[src/nsf_pkg.sv]
// Package for the sentence framer: character codes, result bundle, hex digit decode.
// No dependencies; used by the frame engine, the result register and the top module under src.
package nsf_pkg;

   localparam int BUFFER_BYTES_DEFAULT = 128;

   localparam logic [7:0] CHAR_DOLLAR = 8'h24;
   localparam logic [7:0] CHAR_STAR   = 8'h2A;
   localparam logic [7:0] CHAR_LF     = 8'h0A;
   localparam logic [7:0] CHAR_CR     = 8'h0D;
   localparam logic [7:0] CHAR_UPPER_A = 8'h41;
   localparam logic [7:0] CHAR_UPPER_F = 8'h46;
   localparam logic [7:0] CHAR_LOWER_A = 8'h61;
   localparam logic [7:0] CHAR_LOWER_F = 8'h66;
   localparam logic [7:0] CHAR_ZERO   = 8'h30;

   localparam logic [7:0] HEX_TEN = 8'd10;

   typedef struct packed {
      logic [7:0] echo_byte;
      logic [6:0] store_index;
      logic       frame_done;
      logic       frame_valid;
      logic [6:0] frame_length;
   } rsp_type;

   function automatic logic [7:0] hex_value(input logic [7:0] c);
      logic [7:0] v;
      if (c inside {[CHAR_UPPER_A:CHAR_UPPER_F]}) begin
         v = c - CHAR_UPPER_A + HEX_TEN;
      end else if (c inside {[CHAR_LOWER_A:CHAR_LOWER_F]}) begin
         v = c - CHAR_LOWER_A + HEX_TEN;
      end else begin
         v = c - CHAR_ZERO;
      end
      return v;
   endfunction

endpackage

[src/nsf_in_stage.sv]
// Input register of the sentence framer: holds one received byte per transaction.
// Depends on nothing but the downstream ready from the result register.
module nsf_in_stage (
   input  logic       clock,
   input  logic       reset,
   input  logic       req_valid,
   output logic       req_ready,
   input  logic [7:0] req_rx_byte,
   input  logic       take,
   output logic       byte_valid,
   output logic [7:0] byte_data
);

   logic       valid_ff;
   logic       valid_in;
   logic [7:0] byte_ff;

   assign req_ready = !valid_ff || take;
   assign valid_in  = req_ready ? req_valid : valid_ff;

   always_ff @(posedge clock) begin
      if (reset) begin
         valid_ff <= 1'b0;
      end else begin
         valid_ff <= valid_in;
      end
   end

   always_ff @(posedge clock) begin
      if (req_ready && req_valid) begin
         byte_ff <= req_rx_byte;
      end
   end

   assign byte_valid = valid_ff;
   assign byte_data  = byte_ff;

endmodule

[src/nsf_frame_engine.sv]
// Frame engine: position, running XOR, checksum digits and CR tracking, plus the
// check_enable register. Uses nsf_pkg; builds one result per byte combinationally.
module nsf_frame_engine #(
   parameter int BUFFER_BYTES = nsf_pkg::BUFFER_BYTES_DEFAULT
) (
   input  logic            clock,
   input  logic            reset,
   input  logic            csr_write_enable,
   input  logic            csr_write_data,
   input  logic            byte_valid,
   input  logic [7:0]      byte_data,
   input  logic            out_ready,
   output logic            fire,
   output nsf_pkg::rsp_type result
);

   localparam int PosW  = $clog2(BUFFER_BYTES - 2);
   localparam int LenW  = PosW + 1;
   localparam int ExtW  = (LenW > 7) ? LenW : 7;
   localparam logic [LenW-1:0] Limit = LenW'(BUFFER_BYTES - 2);

   logic            check_enable_ff;
   logic [PosW-1:0] pos_ff,   pos_in;
   logic [7:0]      xor_ff,   xor_in;
   logic            star_ff,  star_in;
   logic [1:0]      digits_ff, digits_in;
   logic [7:0]      high_ff,  high_in;
   logic [7:0]      low_ff,   low_in;
   logic            prev_cr_ff, prev_cr_in;

   logic            is_start;
   logic [PosW-1:0] idx;
   logic [LenW-1:0] len;
   logic            full;
   logic            done;
   logic            valid;
   logic [7:0]      sum;
   logic [ExtW-1:0] idx_ext;
   logic [ExtW-1:0] len_ext;
   logic [7:0]      digit;

   assign fire  = byte_valid && out_ready;
   assign digit = nsf_pkg::hex_value(byte_data);

   always_comb begin
      is_start   = (byte_data == nsf_pkg::CHAR_DOLLAR);
      pos_in     = pos_ff;
      xor_in     = xor_ff;
      star_in    = star_ff;
      digits_in  = digits_ff;
      high_in    = high_ff;
      low_in     = low_ff;
      prev_cr_in = prev_cr_ff;
      if (is_start) begin
         pos_in     = '0;
         xor_in     = '0;
         star_in    = 1'b0;
         digits_in  = '0;
         high_in    = '0;
         low_in     = '0;
         prev_cr_in = 1'b0;
      end
      idx = pos_in;

      if (idx != '0) begin
         if (!star_in) begin
            if (byte_data == nsf_pkg::CHAR_STAR) begin
               star_in = 1'b1;
            end else begin
               xor_in = xor_in ^ byte_data;
            end
         end else if (digits_in < 2'd2) begin
            if (digits_in == 2'd0) begin
               high_in = digit;
            end else begin
               low_in = digit;
            end
            digits_in = digits_in + 2'd1;
         end
      end

      len    = LenW'(idx) + LenW'(1);
      pos_in = len[PosW-1:0];
      full   = (len >= Limit);
      if (full) begin
         pos_in     = '0;
         prev_cr_in = 1'b0;
         xor_in     = '0;
         star_in    = 1'b0;
         digits_in  = '0;
         high_in    = '0;
         low_in     = '0;
         len        = '0;
      end

      sum   = {high_in[3:0], 4'b0000} + low_in;
      done  = (byte_data == nsf_pkg::CHAR_LF) && prev_cr_in;
      valid = 1'b0;
      if (done) begin
         valid = check_enable_ff ? (star_in && (sum == xor_in)) : 1'b1;
         if (!valid) begin
            pos_in     = '0;
            prev_cr_in = 1'b0;
            xor_in     = '0;
            star_in    = 1'b0;
            digits_in  = '0;
            high_in    = '0;
            low_in     = '0;
         end
      end else begin
         prev_cr_in = (byte_data == nsf_pkg::CHAR_CR);
      end

      idx_ext = ExtW'(idx);
      len_ext = done ? ExtW'(len) : '0;

      result.echo_byte    = byte_data;
      result.store_index  = idx_ext[6:0];
      result.frame_done   = done;
      result.frame_valid  = valid;
      result.frame_length = len_ext[6:0];
   end

   always_ff @(posedge clock) begin
      if (reset) begin
         check_enable_ff <= 1'b1;
      end else if (csr_write_enable) begin
         check_enable_ff <= csr_write_data;
      end
   end

   always_ff @(posedge clock) begin
      if (reset) begin
         pos_ff     <= '0;
         xor_ff     <= '0;
         star_ff    <= 1'b0;
         digits_ff  <= '0;
         high_ff    <= '0;
         low_ff     <= '0;
         prev_cr_ff <= 1'b0;
      end else if (fire) begin
         pos_ff     <= pos_in;
         xor_ff     <= xor_in;
         star_ff    <= star_in;
         digits_ff  <= digits_in;
         high_ff    <= high_in;
         low_ff     <= low_in;
         prev_cr_ff <= prev_cr_in;
      end
   end

`ifndef SYNTHESIS
   a_digits_need_star: assert property (@(posedge clock) disable iff (reset)
      (digits_ff != 2'd0) |-> star_ff)
      else $error("checksum digits taken without a star");

   a_digits_bound: assert property (@(posedge clock) disable iff (reset)
      digits_ff <= 2'd2)
      else $error("more than two checksum digits");

   a_pos_bound: assert property (@(posedge clock) disable iff (reset)
      LenW'(pos_ff) < Limit)
      else $error("byte position beyond buffer limit");

   a_start_pos: assert property (@(posedge clock) disable iff (reset)
      (fire && byte_data == nsf_pkg::CHAR_DOLLAR) |=> (pos_ff == PosW'(1)) && !star_ff)
      else $error("start byte did not restart the frame");

   a_bad_frame_clears: assert property (@(posedge clock) disable iff (reset)
      (fire && done && !valid) |=> (pos_ff == '0) && !prev_cr_ff && (xor_ff == '0))
      else $error("invalid frame did not clear tracking");
`endif

endmodule

[src/nsf_out_stage.sv]
// Result register of the sentence framer: holds one result transaction until taken.
// Uses nsf_pkg::rsp_type for the payload.
module nsf_out_stage (
   input  logic             clock,
   input  logic             reset,
   input  logic             load,
   input  nsf_pkg::rsp_type load_data,
   output logic             out_ready,
   output logic             rsp_valid,
   input  logic             rsp_ready,
   output nsf_pkg::rsp_type rsp_data
);

   logic             valid_ff;
   logic             valid_in;
   nsf_pkg::rsp_type data_ff;

   assign out_ready = !valid_ff || rsp_ready;
   assign valid_in  = load || (valid_ff && !rsp_ready);

   always_ff @(posedge clock) begin
      if (reset) begin
         valid_ff <= 1'b0;
      end else begin
         valid_ff <= valid_in;
      end
   end

   always_ff @(posedge clock) begin
      if (load) begin
         data_ff <= load_data;
      end
   end

   assign rsp_valid = valid_ff;
   assign rsp_data  = data_ff;

endmodule

[src/nmea_sentence_framer_unit.sv]
// Sentence framer for NMEA 0183 style byte streams. Each received byte passes through an
// input register, one frame-tracking step and a result register, giving one result
// transaction per byte at a sustained rate of one byte per cycle while rsp_ready is high.
// A result is held until rsp_ready takes it, and the input keeps accepting while the
// result register can drain. check_enable is written through csr_write_enable; the user
// must do this only while idle, as the block itself does not enforce it.
module nmea_sentence_framer_unit #(
   parameter int BUFFER_BYTES = nsf_pkg::BUFFER_BYTES_DEFAULT
) (
   input  logic       clock,
   input  logic       reset,
   input  logic       csr_write_enable,
   input  logic       csr_write_data,
   input  logic       req_valid,
   output logic       req_ready,
   input  logic [7:0] req_rx_byte,
   output logic       rsp_valid,
   input  logic       rsp_ready,
   output logic [7:0] rsp_echo_byte,
   output logic [6:0] rsp_store_index,
   output logic       rsp_frame_done,
   output logic       rsp_frame_valid,
   output logic [6:0] rsp_frame_length
);

   logic             byte_valid;
   logic [7:0]       byte_data;
   logic             out_ready;
   logic             fire;
   nsf_pkg::rsp_type result;
   nsf_pkg::rsp_type rsp_data;

   nsf_in_stage u_in_stage (
      .clock       (clock),
      .reset       (reset),
      .req_valid   (req_valid),
      .req_ready   (req_ready),
      .req_rx_byte (req_rx_byte),
      .take        (out_ready),
      .byte_valid  (byte_valid),
      .byte_data   (byte_data)
   );

   nsf_frame_engine #(
      .BUFFER_BYTES (BUFFER_BYTES)
   ) u_frame_engine (
      .clock            (clock),
      .reset            (reset),
      .csr_write_enable (csr_write_enable),
      .csr_write_data   (csr_write_data),
      .byte_valid       (byte_valid),
      .byte_data        (byte_data),
      .out_ready        (out_ready),
      .fire             (fire),
      .result           (result)
   );

   nsf_out_stage u_out_stage (
      .clock     (clock),
      .reset     (reset),
      .load      (fire),
      .load_data (result),
      .out_ready (out_ready),
      .rsp_valid (rsp_valid),
      .rsp_ready (rsp_ready),
      .rsp_data  (rsp_data)
   );

   assign rsp_echo_byte    = rsp_data.echo_byte;
   assign rsp_store_index  = rsp_data.store_index;
   assign rsp_frame_done   = rsp_data.frame_done;
   assign rsp_frame_valid  = rsp_data.frame_valid;
   assign rsp_frame_length = rsp_data.frame_length;

endmodule
[config.mk]
export PLATFORM = sky130hd
export DESIGN_NAME = nmea_sentence_framer_unit
export DESIGN_NICKNAME = d
export VERILOG_FILES = /design/src/nsf_pkg.sv /design/src/nsf_in_stage.sv /design/src/nsf_frame_engine.sv /design/src/nsf_out_stage.sv /design/src/nmea_sentence_framer_unit.sv
export SDC_FILE = /design/constraint.sdc
export NUM_CORES = 1
export LEC_CHECK = 0
export ABC_CLOCK_PERIOD_IN_PS = 8700
export BUFFER_PORTS_ARGS = -buffer_cell sky130_fd_sc_hd__buf_2
export CORE_MARGIN = 4
export CORE_UTILIZATION = 50
export CTS_BUF_LIST = sky130_fd_sc_hd__clkbuf_8 sky130_fd_sc_hd__clkbuf_16
export DETAILED_ROUTE_END_ITERATION = 10
export GPL_ROUTABILITY_DRIVEN = 0
export PLACE_DENSITY_LB_ADDON = 0.25
export REMOVE_ABC_BUFFERS = 1
export SYNTH_ARGS = -nofsm -noshare
export SYNTH_HDL_FRONTEND = slang
export SYNTH_SLANG_ARGS = --single-unit
[constraint.sdc]
create_clock -name clock -period 8.7 [get_ports clock]
set_clock_uncertainty 0.15 [all_clocks]
set_input_delay 0.435 -clock clock [delete_from_list [all_inputs] [get_ports clock]]
set_output_delay 0.435 -clock clock [all_outputs]
set_load 0.01 [all_outputs]
After elaboration in Yosys (flattened, before gate mapping). Cells that the tools add are included.

Input port bits: 14. Bits in read-only memories: 0. Bits in writable memories: 0. Output and inout port bits: 26. Memories: 0. Latch bits: 0. Logic and storage cells: 101. Flip-flop bits (word level): 70.

Multiplexer cells: 48. Shift-type cells: 0. Bitwise gates (word level): 2. Div/mod/pow operators: 0. $mul: 0. Order comparisons: 6. Add/sub/neg operators: 8. Equality and inequality tests: 5. Reduce and logical (&&, ||, !) cells: 16.

Operators with widths (count): two-way mux 8 bit (25); two-way mux 7 bit (4); >= comparator 8 x 7 -> 1 bit, second input constant (3); adder 8 x 4 -> 8 bit, second input constant (2); equality test 8 x 4 -> 1 bit, second input constant (2); equality test 8 x 6 -> 1 bit, second input constant (2); <= comparator 8 x 7 -> 1 bit, second input constant (2); subtractor 8 x 7 -> 8 bit, second input constant (2); two-way mux 2 bit (7); two-way mux 1 bit (12); adder 7 x 1 -> 8 bit, second input constant (1); adder 8 bit (1); equality test 8 bit (1); subtractor 8 x 6 -> 8 bit, second input constant (1); XOR 8 bit (1); logical AND 1 bit (7); nonzero test 7 bit (1); zero test 1 bit (3); logical OR 1 bit (3); adder 2 x 1 -> 2 bit, second input constant (1); zero test 2 bit (1); less-than comparator 2 bit, second input constant (1); OR reduction 2 bit (1); NOT 1 bit (1).

Logic depth before layout (Yosys ltp). Gate-level depths: netlist (run 1).

Word-level depth: 15. Mapped depth: 25. Depth with buffers taken out: 22.

By module. A second synthesis (run 1) with hierarchy kept.

Cell total of the unflattened synthesis: 383. Area total of the unflattened synthesis: 3826.2 um^2.

By module, submodules not included: nsf_frame_engine (cells an instance 342, area an instance 2763.9 um^2, times used 1); nsf_out_stage (cells an instance 28, area an instance 767.0 um^2, times used 1); nsf_in_stage (cells an instance 13, area an instance 295.3 um^2, times used 1).

Least setup slack after synthesis (run 1). No wires, ideal clock.

Kind: reg-to-reg. Start point: register u_in_stage.byte_ff[0] (netlist: u_in_stage.byte_data[0]). End point: register u_frame_engine.xor_ff[3]. Path slack: 2983 ps. Setup time: 93 ps. Path buffers: 3. Data required time: 8457 ps. Arrival: 5474 ps. Stages on the path, launching flop included: 24. Cell sequence: edfxtp_1 -> inv_1 -> ha_1 -> and3b_1 -> nand2_1 -> clkbuf_1 -> clkbuf_1 -> nand2_1 -> ha_1 -> nor2b_1 -> a2111oi_2 -> clkbuf_1 -> nand3_1 -> a21oi_1 -> ha_1 -> inv_1 -> fa_1 -> xor2_1 -> xnor2_1 -> nor4_2 -> nand4_2 -> nor4_4 -> o21ai_2 -> o311ai_2.

Word-level cells in the longest chain between the ends: 15. Elaborated cells between the ends (all ways): 55. Those cells by class: add/sub (7); order compare (6); eq/ne (4); mux (31); bitwise (1); reduce/logical (6).

Ends and longest elaborated chain: start, declared (line nsf_in_stage.sv:16) `logic [7:0] byte_ff;`; start signal, assigned (line nsf_in_stage.sv:31) `byte_ff <= req_rx_byte;`; subtractor 8 x 7 -> 8 bit, or another cell as far along (line nsf_pkg.sv:32) `v = c - CHAR_LOWER_A + HEX_TEN;`; adder 8 x 4 -> 8 bit / logical AND 1 bit (equally long branches) (line nsf_pkg.sv:32, nsf_pkg.sv:31); two-way mux 8 bit (line nsf_pkg.sv:31) `end else if (c inside {[CHAR_LOWER_A:CHAR_LOWER_F]}) begin`; two-way mux 8 bit (line nsf_pkg.sv:29) `if (c inside {[CHAR_UPPER_A:CHAR_UPPER_F]}) begin`; two-way mux 8 bit (line nsf_frame_engine.sv:73) `if (digits_in == 2'd0) begin`; two-way mux 8 bit (line nsf_frame_engine.sv:72) `end else if (digits_in < 2'd2) begin`; two-way mux 8 bit (line nsf_frame_engine.sv:66) `if (!star_in) begin`; two-way mux 8 bit (line nsf_frame_engine.sv:65) `if (idx != '0) begin`; two-way mux 8 bit (line nsf_frame_engine.sv:85) `if (full) begin`; adder 8 bit (line nsf_frame_engine.sv:96) `sum = {high_in[3:0], 4'b0000} + low_in;`; equality test 8 bit (line nsf_frame_engine.sv:100) `valid = check_enable_ff ? (star_in && (sum == xor_in)) : 1'b1;`; logical AND 1 bit (line nsf_frame_engine.sv:100); two-way mux 1 bit (line nsf_frame_engine.sv:100); two-way mux 8 bit (line nsf_frame_engine.sv:101) `if (!valid) begin`; two-way mux 8 bit (*) (line nsf_frame_engine.sv:99) `if (done) begin`; end signal, assigned (line nsf_frame_engine.sv:143) `xor_ff <= xor_in;`; end, declared (line nsf_frame_engine.sv:24) `logic [7:0] xor_ff, xor_in;`.

Mark *: on every way between the ends. The rest lies on a longest branch, timed or not. A chain may end at the register's enable or synchronous reset.

Final worst setup path (run 1).
Start point: register u_in_stage.byte_ff[4] (netlist: u_in_stage.byte_data[4]). End point: register u_frame_engine.xor_ff[3].

Same word-level chain as after synthesis.

==> metrics.cfg, run 1 <==
[global_routing]
grt_pass1_vias=3183
grt_use_met1_pct=27.78
grt_first_pass_wirelength_mm=15.73
grt_use_met2_pct=32.42
antenna_found_initial=0
busiest_layer=met2
grt_max_degree=32
use_met3_pct=3.929
gr-total-overflow=0
gr-usage-all-layers_pct=20.48

[yosys]
synth_edf_count=32
synth_seq_area_share_pct=40.72
ys.flop_type=dfxtp_1
synthCells=440
synth_top_family_by_area=simple AND/OR/NAND/NOR gates
ys_ff_latch=66
synthTopCellsByCount=50 x nand2_1, 42 x nor2_1, 34 x dfxtp_1
yosysWarnings=0
synthXorXnorAreaFrac_pct=4.128
synth.area.top_cells=edfxtp_1 24%, dfxtp_1 17%, ha_1 5.0%
synth.avg_cell_area_um2=9.162
synthAdderAreaFrac_pct=5.462
ys_types=71
yosys-mux-area-fraction_pct=1.986
async_flop_share_pct=0
synth-simple-area-share_pct=22.69
synth_most_common_cell=nand2_1
synth_compound_area_share_pct=20.55
synth_top_cell_by_area=edfxtp_1
synth_top_cell_area_share_pct=23.84
netlist_area_um2=4031

[worst_setup_path]
reg2reg_depth=23
r2r-start=u_in_stage.byte_data[4]$_DFFE_PP_
cp_data_required_time_ns=8.81
reg2reg_setup_slack_ns=2.49
r2r-end=u_frame_engine.xor_ff[3]$_SDFFE_PP0P_
arrival_ns=6.32
cp-end-kind=flop
path_max_fanout=25
start_kind=flop
worst-setup-path-type=reg -> reg
crit_path_start=u_in_stage.byte_data[4]$_DFFE_PP_

[finish]
nets=505
multiInputGateArea_um2=2210
n_antenna_cell=0
drive_above_1_share_pct=16.70
fillCellCount=693
register_area_um2=1642
area_growth_syn_to_layout_pct=11.89
post-route-cell-area_um2=4511

[worst_hold_path]
min_path_type=in -> reg
holdPathStages=1
hold-path-endpoint=u_in_stage.byte_data[3]$_DFFE_PP_
min_from=req_rx_byte[3]

[timing]
final.period_utilization_pct=71.43
fin_crit_ns=6.214
rsz0062_at_grt=false
maxSlewViolCount=0
hold_viol_final=0
worst_slew_pin_slew_ns=1.072
maxSlewHeadroom_pct=28.12
final.setup.tns_ns=0
final-setup-viol-count=0
fmax_mhz=160.9

[route]
drc_errors=0
vias=3451
wl_per_cell_um=17.02
drt_iter0_drc=309
viasPerCell=5.940
wirelength_mm=9.887
dr.pass1.iters=5
drt.antenna.violating_nets=0

[clock_network]
clock-sinks=66
cts_root_buf=clkbuf_8
clkLatencyLatePin_ns=0.35
cts_resized=0
cts_setup_buffers=0
cts_buffer_depth=2
clkTransAtPathRegs_ns=0.07
cts_htree_levels=3
cts_made_buffers=9
cts_tree=yes
holdBufCountCts=0

[floorplanning]
core_area_um2=7767
ios=40
fp.dieArea_um2=9563
start_util_pct=51.90
rows=32
die_x_um=97.79
die_h_um=97.79

[power_and_ir_drop]
p_per_area_nw_per_um2=154.7
peakVddDrop_uv=105.0
p_leak_uw=0.001721

[place]
portBuffers=39
dpl.hpwl_mm=7.198
place_area_um2=4294

[job]
max-cap-violations=0

[run_status]
status=finished clean

==> metrics by stage <==
stage / cells / total power (uW) / setup slack (ns) / utilization, % / hold WS [ns]
floorplan: 421 / 393.6 / 3.104 / - / 0.2760
global placement: 565 / 416.8 / 2.715 / 55.28 / 0.2920
detailed placement: 565 / 417.7 / 2.610 / 55.28 / 0.2989
CTS: 581 / 698.2 / 2.589 / 58.07 / 0.09398
global route: 581 / 720.3 / 2.012 / 58.07 / 0.09418
finish: 581 / 697.6 / 2.486 / 58.07 / 0.1053
==> layout make-up <==
class	count	share of cell area (%)
clock inverter	7	2.053
multi-input combinational	329	48.99
tap	102	2.829
inverter	26	2.164
sequential	66	36.39
timing repair buffer	42	4.827
clock buffer	9	2.746
==> report_power, final <==
group | internal [uW] | switching [uW] | leakage [uW]
registers | 335 | 9.89 | 0.000582
logic | 23.7 | 42.5 | 0.00103
clock network | 161 | 125 | 0.000105
total | 520 | 178 | 0.00172
==> sequential cells by signal, indices dropped and copies added, names as in the netlist <==
register                        cells
u_out_stage.rsp_data               24
u_frame_engine.low_ff               8
u_frame_engine.xor_ff               8
u_in_stage.byte_data                8
u_frame_engine.pos_ff               7
u_frame_engine.high_ff              4
u_frame_engine.digits_ff            2
u_frame_engine.check_enable_ff      1
u_frame_engine.prev_cr_ff           1
u_frame_engine.star_ff              1
u_in_stage.byte_valid               1
u_out_stage.rsp_valid               1
==> cells by family (layout without fill, tap and decap cells) <==
family / count (synthesis) / count (layout)
mux: 8 / 8
xor+xnor: 19 / 19
flops: 66 / 66
compound gates: 110 / 110
buf+inv: 45 / 84
fa+ha+maj: 17 / 17
simple gates: 175 / 175
==> per-layer routing <==
metal  vias up  share of wire, %
met4         0               2.2
met5         -                 0
met2       138                46
li1       1668                 -
met3        15               6.9
met1      1630                45
==> worst max path at each step <==
stage | endpoint | slack [ns] | cells after the start
after floorplan | u_frame_engine.xor_ff[3]$_SDFFE_PP0P_ | 3.10 | 20
after global placement | u_frame_engine.xor_ff[3]$_SDFFE_PP0P_ | 2.72 | 22
after detailed placement | u_frame_engine.xor_ff[3]$_SDFFE_PP0P_ | 2.61 | 22
after CTS | u_frame_engine.xor_ff[3]$_SDFFE_PP0P_ | 2.59 | 22
after global routing | u_frame_engine.xor_ff[3]$_SDFFE_PP0P_ | 2.01 | 22
final | u_frame_engine.xor_ff[3]$_SDFFE_PP0P_ | 2.49 | 23
==> layout by cell type, fill, tap and decap left out, types with 3 or more instances in the layout <==
cell and instances:
nor3_1 7, inv_1 25, nor4_1 3, or3_1 4
nor2b_1 7, o21ai_1 3, o211ai_1 15, a211oi_1 6
a21o_1 4, a211o_1 3, nand2_1 50, xnor2_1 11
mux2i_1 8, clkinv_1 3, clkbuf_8 9, nor2_1 42
a22o_1 6, ha_1 16, edfxtp_1 32, buf_2 39
a22oi_1 5, dfxtp_1 34, nand2b_1 3, and2_1 7
a21oi_1 15, o21a_1 3, nand3_1 20, xor2_1 8
nand3b_1 4, buf_4 3, o21ai_0 20, and3_1 10
==> critical path, cell delays in order (launching register included) <==
cell	delay [ns]
edfxtp_1	0.56
inv_1	0.19
ha_1	0.23
nor3b_2	0.43
nand2_1	0.09
buf_4	0.24
nand2_1	0.14
ha_1	0.22
nor2b_1	0.35
nand2_1	0.33
and3_1	0.39
inv_1	0.14
nand2_1	0.06
a21oi_1	0.20
ha_1	0.20
inv_1	0.06
fa_1	0.37
xor2_1	0.16
xnor2_1	0.13
nor4_2	0.19
nand4_2	0.20
nor4_4	0.59
o21ai_2	0.23
o311ai_2	0.26
Note: power is estimated with default switching activity, not from simulation.
==> inputs of run 2 (changes only) <==
--- a/config.mk
+++ b/config.mk
@@ -5,7 +5,8 @@
 export SDC_FILE = /design/constraint.sdc
 export NUM_CORES = 1
 export LEC_CHECK = 0
-export ABC_CLOCK_PERIOD_IN_PS = 8700
+export ABC_AREA = 1
+export ABC_CLOCK_PERIOD_IN_PS = 6500
 export BUFFER_PORTS_ARGS = -buffer_cell sky130_fd_sc_hd__buf_2
 export CORE_MARGIN = 4
 export CORE_UTILIZATION = 50
==> constraint.sdc (replaced) <==
create_clock -name clock -period 6.5 [get_ports clock]
set_clock_uncertainty 0.15 [all_clocks]
set_input_delay 0.325 -clock clock [delete_from_list [all_inputs] [get_ports clock]]
set_output_delay 0.325 -clock clock [all_outputs]
set_load 0.01 [all_outputs]
==> run 2 against run 1 <==
Against the previous run:
- register-to-register slack got worse by 1.6 ns
- setup slack got worse by 1.6 ns
- count of clock-buffer cells in the layout did not move
- synthesized cell count rose by 38%
- utilization fell by 1.4 points
- routed wire length rose by 8.3%
- cell count rose by 31%
- die area rose by 9.0%
- clock power rose by 31%
- via count rose by 18%
==> metrics.cfg, run 2 <==
[worst_setup_path]
arrival_ns=5.76  ; -0.56 ns
critPathTopFamily=simple AND/OR/NAND/NOR gates
crit_top_cell=inv_1
r2r-start=u_in_stage.byte_data[1]$_DFFE_PP_
worst_path_max_delay_cell=edfxtp_1
reg2reg_depth=32  ; +39%
crit_path_start=u_in_stage.byte_data[1]$_DFFE_PP_
cp-end-kind=flop
cp_slowest_stage_delay_ns=0.51  ; -0.08 ns
r2r-end=u_frame_engine.low_ff[4]$_SDFFE_PP0P_
cp_data_required_time_ns=6.63  ; -2.18 ns
worst-setup-path-type=reg -> reg
path_max_fanout=31  ; +24%
reg2reg_setup_slack_ns=0.87  ; -1.62 ns
path_buf_inv=8  ; +4
start_kind=flop

[route]
drt-met1-wl_mm=4.648  ; +5.5%
vias=4056  ; +18%
drt.antenna.violating_nets=0  ; unchanged
met3_length_um=609  ; -11%
wirelength_mm=10.71  ; +8.3%
dr.pass1.iters=5  ; unchanged
viasPerCell=5.344  ; -10%
drt_iter0_drc=267  ; -14%
top_layer=met4
wl_per_cell_um=14.10  ; -17%
drc_errors=0  ; unchanged
met2_length_mm=5.217  ; +14%

[place]
dpl.hpwl_mm=7.645  ; +6.2%
portBuffers=39  ; unchanged
dp.cells=736  ; +30%
pre_cts_ws_ns=0.8761  ; -1.734 ns

[floorplanning]
start_util_pct=51.01  ; -0.89 points
ios=40  ; unchanged
die_h_um=102.1  ; +4.4%
core_area_um2=8678  ; +12%
fp.dieArea_um2=10420  ; +9.0%
rows=34  ; +6.3%
die_x_um=102.1  ; +4.4%

[timing]
rsz0062_at_grt=false
final-setup-viol-count=0  ; unchanged
fmax_mhz=177.6  ; +10%
setup_slack_ns=0.8699  ; -1.616 ns
whs_ns=0.01174  ; -0.09352 ns
maxSlewViolCount=0  ; unchanged
final.setup.tns_ns=0  ; unchanged
maxSlewHeadroom_pct=54.00  ; +26 points
hold_viol_final=0  ; unchanged
fin_crit_ns=5.630  ; -0.5840 ns
worst_slew_pin_slew_ns=0.6893  ; -0.3824 ns
final.period_utilization_pct=86.62  ; +15 points

[yosys]
synth_top_cell_area_share_pct=21.71  ; -2.1 points
synthCells=609  ; +38%
ys_types=44  ; -38%
synth_most_common_cell=nand2_1
synth_top_cell_by_area=edfxtp_1
synthTopCellsByCount=174 x nand2_1, 69 x inv_1, 58 x nor2_1
ys.flop_type=dfxtp_1
synth.avg_cell_area_um2=7.269  ; -21%
synth.area.top_cells=edfxtp_1 22%, dfxtp_1 15%, nand2_1 15%
synth_edf_count=32  ; unchanged
yosysWarnings=0  ; unchanged
ys_ff_latch=66  ; unchanged
netlist_area_um2=4427  ; +9.8%
synth_seq_area_share_pct=37.08  ; -3.6 points
async_flop_share_pct=0  ; unchanged

[finish]
nets=677  ; +34%
n_antenna_cell=0  ; unchanged
layout_commonest_cell=nand2_1
area_growth_syn_to_layout_pct=11.05
fillCellCount=818  ; +18%
largest_reg_flops=24  ; unchanged
stdcell_count=759  ; +31%
drive_above_1_share_pct=16.59  ; -0.11 points
post-route-util_pct=56.65  ; -1.4 points
final_cell_mix=174 x nand2_1, 70 x inv_1, 58 x nor2_1

[worst_hold_path]
min_path_type=in -> reg
min_from=req_rx_byte[4]
hold-path-endpoint=u_in_stage.byte_data[4]$_DFFE_PP_
holdPathStages=1  ; unchanged

[clock_network]
cts_buffer_depth=2  ; unchanged
cts_made_buffers=9  ; unchanged
cts_htree_levels=3  ; unchanged
cts_setup_buffers=0  ; unchanged
clock-sinks=66  ; unchanged
cts_root_buf=clkbuf_8
cts_tree=yes
clkLatencyLatePin_ns=0.35  ; about the same
clkTransAtPathRegs_ns=0.08  ; about the same

[job]
max-cap-violations=0  ; unchanged

[global_routing]
gr-total-overflow=0  ; unchanged
grt_pass1_vias=3855  ; +21%
grt_max_degree=46  ; +44%
grt_first_pass_wirelength_mm=17.84  ; +13%
gr-usage-all-layers_pct=21.46  ; +0.98 points
antenna_found_initial=0  ; unchanged

[power_and_ir_drop]
peakVddDrop_uv=99.17  ; -5.5%
p_leak_uw=0.002195  ; +28%
p_per_area_nw_per_um2=205.2  ; +33%

[run_status]
status=finished clean

[run 2: power by group]
part           switching, uW  leakage [uW]  internal [uW]
Sequential              15.8      0.000583            455
Combinational            104       0.00150           57.7
Clock                    165      0.000108            212
Total                    284       0.00219            725
[run 2: layout make-up]
type                    instances  area (um^2)  area share, %
clock buffers                   9        123.9          2.520
clock inverters                 7        85.08          1.731
inverters                      76        287.8          5.854
multi-input cells             445         2362          48.05
flip-flops and latches         66         1642          33.39
well taps                     108        135.1          2.749
repair buffers                 48        280.3          5.701
[run 2: cells by family (layout without fill, tap and decap cells)]
kind of cell | after synthesis | in the layout | share of synthesized area, %
xor gates and xnor gates | 13 | 13 | 2.572
DFF | 66 | 66 | 37.08
buffers and inverters | 98 | 140 | 9.553
and+or+nand+nor | 344 | 344 | 35.87
AOI/OAI and AO/OA | 71 | 71 | 9.949
adders and majority gates | 17 | 17 | 4.975
[run 2: timing repair]
action                    in CTS  in global routing
hold buffers                   7                  0
gates resized for setup        0                  0
hold endpoints to repair       7                  0
[run 2: worst max path at each step]
stage | end | cells after the start
2_1_floorplan | u_frame_engine.pos_ff[0]$_SDFFE_PP0P_ | 32
3_3_place_gp | u_frame_engine.low_ff[2]$_SDFFE_PP0P_ | 32
3_5_place_dp | u_frame_engine.pos_ff[5]$_SDFFE_PP0P_ | 32
4_1_cts | u_frame_engine.pos_ff[5]$_SDFFE_PP0P_ | 32
5_1_grt | u_frame_engine.pos_ff[4]$_SDFFE_PP0P_ | 32
6_report | u_frame_engine.low_ff[4]$_SDFFE_PP0P_ | 32
[run 2: through the flow]
stage / area [um^2] / power, uW
6_report: 4916 / 1009
5_1_grt: 4916 / 1056
4_1_cts: 4916 / 1011
3_5_place_dp: 4637 / 636.2
3_3_place_gp: 4637 / 633.4
2_1_floorplan: 4292 / 590.8
[run 2: per-layer routing]
layer	vias up	track usage (%)
met1	1859	27.31
li1	2053	-
met3	19	3.413
met2	125	36.18
met4	0	8.981
met5	-	0
